===== src/hw/rtl/lbpg_pkg.sv =====
package lbpg_pkg;

  // Block geometry limits, in log2 bytes.
  localparam int MAX_SIZE_ORDER = 16;
  localparam int MIN_SIZE_ORDER = 9;
  // log2 of the word size in bytes.
  localparam int WORD_ORDER      = 3;
  localparam int ORDER_W         = 5;
  localparam int WORD_INDEX_W    = MAX_SIZE_ORDER - WORD_ORDER;

  // Configuration bus.
  localparam int ADDR_W          = 4;
  localparam int DATA_W          = 64;

  // Register indexes, taken from the 8-byte-aligned address.
  localparam logic REG_SALT       = 1'b0;
  localparam logic REG_SIZE_ORDER = 1'b1;

  // Linear congruential step: x * (2^32 + 15) + 17.
  localparam logic [63:0] LCG_ADD = 64'd17;

  // Function codes.
  localparam logic FUNC_GEN   = 1'b0;
  localparam logic FUNC_CHECK = 1'b1;

  typedef struct packed {
    logic        func;
    logic [63:0] offset;
    logic [63:0] data_word;
  } item_t;

  typedef struct packed {
    logic [63:0] gen_word;
    logic        last_word;
    logic        block_bad;
    logic [63:0] first_offset;
  } result_t;

  typedef struct packed {
    logic [63:0]        salt;
    logic [ORDER_W-1:0] size_order;
  } cfg_t;

endpackage


===== src/hw/rtl/lbpg_cfg.sv =====
module lbpg_cfg (
  input  logic                          clk,
  input  logic                          rst,
  input  logic                          psel,
  input  logic                          penable,
  input  logic                          pwrite,
  input  logic [lbpg_pkg::ADDR_W-1:0]   paddr,
  input  logic [lbpg_pkg::DATA_W-1:0]   pwdata,
  output logic [lbpg_pkg::DATA_W-1:0]   prdata,
  output logic                          pready,
  output lbpg_pkg::cfg_t                cfg
);

  logic                          wr_en;
  logic                          reg_sel;
  logic [63:0]                   salt;
  logic [lbpg_pkg::ORDER_W-1:0]  size_order;

  // Registers sit on 8-byte boundaries; bit 3 selects between them.
  assign reg_sel = paddr[3];
  assign wr_en   = psel && penable && pwrite;
  assign pready  = 1'b1;

  // Register writes in the access phase.
  always_ff @(posedge clk) begin
    if (rst) begin
      salt       <= 64'd0;
      size_order <= lbpg_pkg::ORDER_W'(lbpg_pkg::MIN_SIZE_ORDER);
    end else if (wr_en) begin
      unique case (reg_sel)
        lbpg_pkg::REG_SALT:       salt       <= pwdata;
        lbpg_pkg::REG_SIZE_ORDER: size_order <= pwdata[lbpg_pkg::ORDER_W-1:0];
        default: ;
      endcase
    end
  end

  // Read mux.
  always_comb begin
    unique case (reg_sel)
      lbpg_pkg::REG_SALT:       prdata = salt;
      lbpg_pkg::REG_SIZE_ORDER: prdata = {{(lbpg_pkg::DATA_W - lbpg_pkg::ORDER_W){1'b0}},
                                          size_order};
      default:                  prdata = '0;
    endcase
  end

  assign cfg.salt       = salt;
  assign cfg.size_order = size_order;

endmodule


===== src/hw/rtl/lbpg_core.sv =====
module lbpg_core (
  input  logic              clk,
  input  logic              rst,
  input  lbpg_pkg::cfg_t    cfg,
  input  logic              accept,
  input  lbpg_pkg::item_t   item,
  output lbpg_pkg::result_t result_next
);

  logic [lbpg_pkg::WORD_INDEX_W-1:0] word_index;
  logic [63:0]                       sequence_value;
  logic                              mismatch_seen;
  logic [63:0]                       captured_offset;

  logic [lbpg_pkg::WORD_INDEX_W-1:0] word_index_next;
  logic [63:0]                       sequence_value_next;
  logic                              mismatch_seen_next;
  logic [63:0]                       captured_offset_next;

  logic [lbpg_pkg::ORDER_W-1:0]      order_eff;
  logic [lbpg_pkg::ORDER_W-1:0]      shamt;
  logic [lbpg_pkg::WORD_INDEX_W-1:0] last_index;
  logic                              first;
  logic                              last;
  logic [63:0]                       first_word;
  logic [63:0]                       lcg_step;
  logic [63:0]                       word;

  // Clamp the block order and derive the index of the last word.
  always_comb begin
    if (cfg.size_order < lbpg_pkg::ORDER_W'(lbpg_pkg::MIN_SIZE_ORDER)) begin
      order_eff = lbpg_pkg::ORDER_W'(lbpg_pkg::MIN_SIZE_ORDER);
    end else if (cfg.size_order > lbpg_pkg::ORDER_W'(lbpg_pkg::MAX_SIZE_ORDER)) begin
      order_eff = lbpg_pkg::ORDER_W'(lbpg_pkg::MAX_SIZE_ORDER);
    end else begin
      order_eff = cfg.size_order;
    end
    shamt      = lbpg_pkg::ORDER_W'(lbpg_pkg::MAX_SIZE_ORDER) - order_eff;
    last_index = {lbpg_pkg::WORD_INDEX_W{1'b1}} >> shamt;
  end

  // Multiply by 2^32 + 15 as shifts and adds: (x << 32) + (x << 4) - x.
  assign lcg_step = {sequence_value[31:0], 32'd0} + {sequence_value[59:0], 4'd0}
                  - sequence_value + lbpg_pkg::LCG_ADD;

  // Next state and result for the incoming word.
  always_comb begin
    first      = (word_index == '0);
    first_word = (item.func == lbpg_pkg::FUNC_CHECK) ? item.data_word : item.offset;
    last       = (word_index >= last_index);

    if (first) begin
      word                 = first_word;
      sequence_value_next  = first_word ^ cfg.salt;
      captured_offset_next = first_word;
      mismatch_seen_next   = 1'b0;
    end else begin
      word                 = lcg_step;
      sequence_value_next  = lcg_step;
      captured_offset_next = captured_offset;
      mismatch_seen_next   = mismatch_seen ||
                             ((item.func == lbpg_pkg::FUNC_CHECK) && (item.data_word != lcg_step));
    end

    word_index_next = last ? '0 : word_index + 1'b1;

    result_next.gen_word     = word;
    result_next.last_word    = last;
    result_next.block_bad    = mismatch_seen_next;
    result_next.first_offset = captured_offset_next;
  end

  // Block state advances on every accepted beat.
  always_ff @(posedge clk) begin
    if (rst) begin
      word_index      <= '0;
      sequence_value  <= 64'd0;
      mismatch_seen   <= 1'b0;
      captured_offset <= 64'd0;
    end else if (accept) begin
      word_index      <= word_index_next;
      sequence_value  <= sequence_value_next;
      mismatch_seen   <= mismatch_seen_next;
      captured_offset <= captured_offset_next;
    end
  end

endmodule


===== src/hw/rtl/lbpg_skid.sv =====
module lbpg_skid (
  input  logic              clk,
  input  logic              rst,
  input  logic              push,
  input  lbpg_pkg::result_t push_data,
  output logic              push_ready,
  output logic              result_valid,
  input  logic              result_ready,
  output lbpg_pkg::result_t result
);

  logic              out_valid;
  logic              skid_valid;
  lbpg_pkg::result_t out_data;
  lbpg_pkg::result_t skid_data;
  logic              pop;

  assign pop          = out_valid && result_ready;
  assign push_ready   = !skid_valid;
  assign result_valid = out_valid;
  assign result       = out_data;

  // Occupancy of the output register and the skid entry.
  always_ff @(posedge clk) begin
    if (rst) begin
      out_valid  <= 1'b0;
      skid_valid <= 1'b0;
    end else if (push) begin
      if (out_valid && !pop) begin
        skid_valid <= 1'b1;
      end else begin
        out_valid <= 1'b1;
      end
    end else if (pop) begin
      if (skid_valid) begin
        skid_valid <= 1'b0;
      end else begin
        out_valid <= 1'b0;
      end
    end
  end

  // Payload moves; no reset needed.
  always_ff @(posedge clk) begin
    if (push) begin
      if (out_valid && !pop) begin
        skid_data <= push_data;
      end else begin
        out_data <= push_data;
      end
    end else if (pop && skid_valid) begin
      out_data <= skid_data;
    end
  end

endmodule


===== src/hw/rtl/lcg_block_pattern_gen_check.sv =====
// Each result beat is formed combinationally from its item beat and registered
// in the output stage. Throughput: one item per cycle while item_ready is high,
// set by the sequence update (shift-and-add multiply by 2^32+15) in the core's
// state registers. A two-entry output stage takes one more item while a result
// is stalled, then holds item_ready low until the stalled result leaves.
// Reset (synchronous, active high) clears block state and output valids,
// and sets salt to 0 and block order to 9.
module lcg_block_pattern_gen_check (
  input  logic                          clk,
  input  logic                          rst,
  input  logic                          item_valid,
  output logic                          item_ready,
  input  lbpg_pkg::item_t               item,
  output logic                          result_valid,
  input  logic                          result_ready,
  output lbpg_pkg::result_t             result,
  input  logic                          psel,
  input  logic                          penable,
  input  logic                          pwrite,
  input  logic [lbpg_pkg::ADDR_W-1:0]   paddr,
  input  logic [lbpg_pkg::DATA_W-1:0]   pwdata,
  output logic [lbpg_pkg::DATA_W-1:0]   prdata,
  output logic                          pready
);

  lbpg_pkg::cfg_t    cfg;
  lbpg_pkg::result_t result_next;
  logic              accept;

  assign accept = item_valid && item_ready;

  // Configuration registers.
  lbpg_cfg u_cfg (
    .clk     (clk),
    .rst     (rst),
    .psel    (psel),
    .penable (penable),
    .pwrite  (pwrite),
    .paddr   (paddr),
    .pwdata  (pwdata),
    .prdata  (prdata),
    .pready  (pready),
    .cfg     (cfg)
  );

  // Sequence generation and checking.
  lbpg_core u_core (
    .clk         (clk),
    .rst         (rst),
    .cfg         (cfg),
    .accept      (accept),
    .item        (item),
    .result_next (result_next)
  );

  // Result register with skid entry.
  lbpg_skid u_skid (
    .clk          (clk),
    .rst          (rst),
    .push         (accept),
    .push_data    (result_next),
    .push_ready   (item_ready),
    .result_valid (result_valid),
    .result_ready (result_ready),
    .result       (result)
  );

endmodule


===== config.mk =====
export PLATFORM = sky130hd
export DESIGN_NAME = lcg_block_pattern_gen_check
export DESIGN_NICKNAME = d
export VERILOG_FILES = /design/src/hw/rtl/lbpg_pkg.sv /design/src/hw/rtl/lbpg_cfg.sv /design/src/hw/rtl/lbpg_core.sv /design/src/hw/rtl/lbpg_skid.sv /design/src/hw/rtl/lcg_block_pattern_gen_check.sv
export SDC_FILE = /design/constraint.sdc
export NUM_CORES = 1
export LEC_CHECK = 0
export BUFFER_PORTS_ARGS = -buffer_cell sky130_fd_sc_hd__buf_2
export CAP_MARGIN = 30
export CORE_UTILIZATION = 50
export DETAILED_ROUTE_END_ITERATION = 6
export GPL_ROUTABILITY_DRIVEN = 0
export PLACE_DENSITY = 0.74
export SYNTH_ARGS = -nofsm -noshare
export SYNTH_HDL_FRONTEND = slang
export SYNTH_SLANG_ARGS = --single-unit

===== constraint.sdc =====
create_clock -name clk -period 8.6 [get_ports clk]
set_clock_uncertainty 0.05 [all_clocks]
set_input_delay 0.86 -clock clk [delete_from_list [all_inputs] [get_ports clk]]
set_output_delay 0.86 -clock clk [all_outputs]
set_load 0.005 [all_outputs]

==> results.toml <==
[global_route]
grt_pass1_wl_um = 145000
overflow = 0
grt_pass1_vias = 23700
grt_max_degree = 196
antenna_found_initial = 7
grt_use_total = 0.342

[synthesis]
synth.avg_cell_area_um2 = 8.88
synth_cell_type_count = 95
syn_area_mm2 = 0.0281
synth_ff_type = "edfxtp_1"
synth_nets = 3505
synth-seq-cells = 473
syn_inst = 3163
async_reset_ff_frac = 0
synth-seq-area-share = 0.430
synth-edff-count = 260
yosys_warnings = 0

[pwr]
internal-power_mw = 5.23
p_sw_mw = 3.81
swShare = 0.421
power.total_mw = 9.04
seqPwrFrac = 0.304
combPwrFrac = 0.462
p_per_area_mw_per_mm2 = 283
irDropWorstVdd_uv = 159
p_leak_nw = 13.2
p_clk_frac = 0.233

[sta]
tns_ps = 0
rsz0062_at_grt = "no"
tightest_slew_ps = 1030
fin_crit_ps = 5930
setup_viol = 0
timing.fmax_mhz = 169
relSlewSlack = 0.313
slew_viol_final = 0
hold_viol_final = 0
period_share = 0.689

[floorplanning]
die_area_mm2 = 0.0571
pin_count = 401
fp.dieW_um = 239
core_area_mm2 = 0.0553
initial_utilization = 0.508
row_count = 86
die_h_um = 239

[clocking]
postCtsHoldBufs = 0
cts-resized-gates = 0
cts_max_path_buffers = 3
clk_transition_reported_paths_ps = 60
cts_tree = "built"
cts.sinks = 473
cts_root_buf = "clkbuf_16"
htreeDepth = 2
clock_latency_ps = 610
postCtsSetupRepairBufs = 0
numCtsBuffers = 49

[detailed_routing]
drc_errors = 0
wl_um = 99200
first_pass_iters = 6
drt_iter0_markers = 2911
antenna_left = 0
vias = 25400
route.detailed.wl_per_inst_um = 23.5
viasPerCell = 6.02

[layout]
nets = 3777
drive_above_1_share = 0.172
area_delta_synth_final_pct = 13.9
instances_no_fill = 4223

[placement]
port_buffers = 396
dpl.cell_count = 4131
dpl.hpwl_um = 75500

[worst_setup_path]
end_kind = "flip-flop"
start_kind = "flip-flop"
crit_type = "flip-flop to flip-flop"
cp_max_fo = 9
required_ps = 8880
worstPathArrival_ps = 6210

[status]
status = "completed"

[flow_run]
maxCapViolations = 0

[worst_hold_path]
hold_class = "flip-flop to flip-flop"
[stage by stage]
| stage | util | hold slack (ps) | cell area (um2) | setup slack [ps] |
|---|---|---|---|---|
| floorplan | - | 385 | 28100 | 2670 |
| global placement | 0.549 | 392 | 30400 | 3370 |
| detailed placement | 0.550 | 397 | 30400 | 3300 |
| CTS | 0.578 | 385 | 32000 | 3240 |
| global route | 0.578 | 416 | 32000 | 2890 |
| finish | 0.578 | 405 | 32000 | 2670 |
[state kept, by name, summed over array words and instances (netlist names), 5 cells and up]
register	flops
u_skid.skid_data	130
u_core.word_index	13
u_core.captured_offset	64
u_cfg.size_order	5
u_core.sequence_value	64
u_skid.result	130
u_cfg.salt	64
[cells by family (layout without fill, tap and decap cells)]
kind of cell,after synthesis,after routing,synth area share
adders and majority gates,138,138,0.0698
DFF,473,473,0.430
xor gates and xnor gates,189,189,0.0640
AOI/OAI and AO/OA,692,692,0.161
buffers and inverters,352,662,0.0504
and+or+nand+nor,1227,1227,0.190
other,1,3,0.000134
muxes,91,91,0.0350
[cell type report]
class	instances	area, um2
Sequential cell	473	12100
Antenna cell	2	5.00
Clock buffer	67	1340
Tap cell	748	936
Multi-Input combinational cell	2338	14600
Timing Repair Buffer	414	2170
Clock inverter	22	208
Inverter	159	597
Fill cell	5006	23300
[synthesized netlist by cell type (all sizes together), types with 12 or more instances]
cell / instances / area [um2]
nand2: 691 / 2600
a21oi: 263 / 1370
edfxtp: 260 / 7810
nor2: 241 / 910
dfxtp: 213 / 4260
inv: 159 / 597
clkbuf: 129 / 487
o21ai: 125 / 637
xnor2: 122 / 1070
ha: 107 / 1340
a211oi: 86 / 661
nor2b: 72 / 450
buf: 64 / 332
mux2: 57 / 642
xor2: 57 / 499
nand4: 53 / 332
nor3: 41 / 210
nand3: 37 / 185
mux2i: 34 / 340
fa: 31 / 621
o21a: 23 / 174
a221oi: 21 / 196
a21o: 20 / 150
nor4: 18 / 125
o31ai: 18 / 154
a31oi: 15 / 109
a311oi: 14 / 129
o211ai: 14 / 110
o21bai: 14 / 105
and2: 13 / 81.3
and3: 12 / 75.1
[metal layers]
metal / GRT usage / wire, um / vias to the layer above
li1: - / - / 11600
met1: 0.417 / 36600 / 11900
met4: 0.209 / 6980 / 8
met2: 0.545 / 44500 / 1537
met5: 0 / 57 / -
met3: 0.0842 / 11100 / 325
[power groups by stage]
stage / sequential, mW / combinational, mW / clock (mW)
CTS: 2.75 / 4.02 / 2.12
floorplan: 2.78 / 2.80 / 0
global route: 2.76 / 4.45 / 2.19
global placement: 2.79 / 3.95 / 0
detailed placement: 2.79 / 3.99 / 0
finish: 2.75 / 4.18 / 2.11
[worst max-delay path: stages, from the launching register on]
cell and delay, ps:
dfxtp_1 350, inv_1 150, fa_1 570, inv_1 60, ha_1 470, nand4_1 260, nor4_1 690, nand4_1 280
a31oi_1 630, nor3_1 170, a211oi_1 290, o2111ai_1 180, nor4_1 530, nand4_1 300, nor4_2 510, o21ai_1 140
[cell usage in the layout, fill, tap and decap left out, types with 22 or more instances in the layout]
cell / instances
a211oi_1: 83
a21oi_1: 253
buf_2: 394
clkbuf_16: 49
dfxtp_1: 213
edfxtp_1: 260
fa_1: 31
ha_1: 107
inv_1: 159
mux2_2: 57
mux2i_1: 34
nand2_1: 689
nand3_1: 36
nand4_1: 53
nor2_1: 238
nor2b_1: 71
nor3_1: 40
o21a_1: 22
o21ai_0: 102
xnor2_1: 122
xor2_1: 57
[worst paths after layout]
| kind | startpoint | to | slack (ps) | depth (start not counted) |
|---|---|---|---|---|
| worst max-delay path | u_core.sequence_value[24]$_SDFFE_PP0P_ | u_skid.skid_data[64]$_DFFE_PP_ | 2670 | 15 |
| worst min-delay path | u_core.captured_offset[35]$_SDFFE_PP0P_ | u_core.captured_offset[35]$_SDFFE_PP0P_ | 400 | 2 |
| worst max register to register | u_core.sequence_value[24]$_SDFFE_PP0P_ | u_skid.skid_data[64]$_DFFE_PP_ | 2670 | 15 |
| worst min register to register | u_core.captured_offset[35]$_SDFFE_PP0P_ | u_core.captured_offset[35]$_SDFFE_PP0P_ | 400 | 2 |
Power figures use the tool's default switching activity.
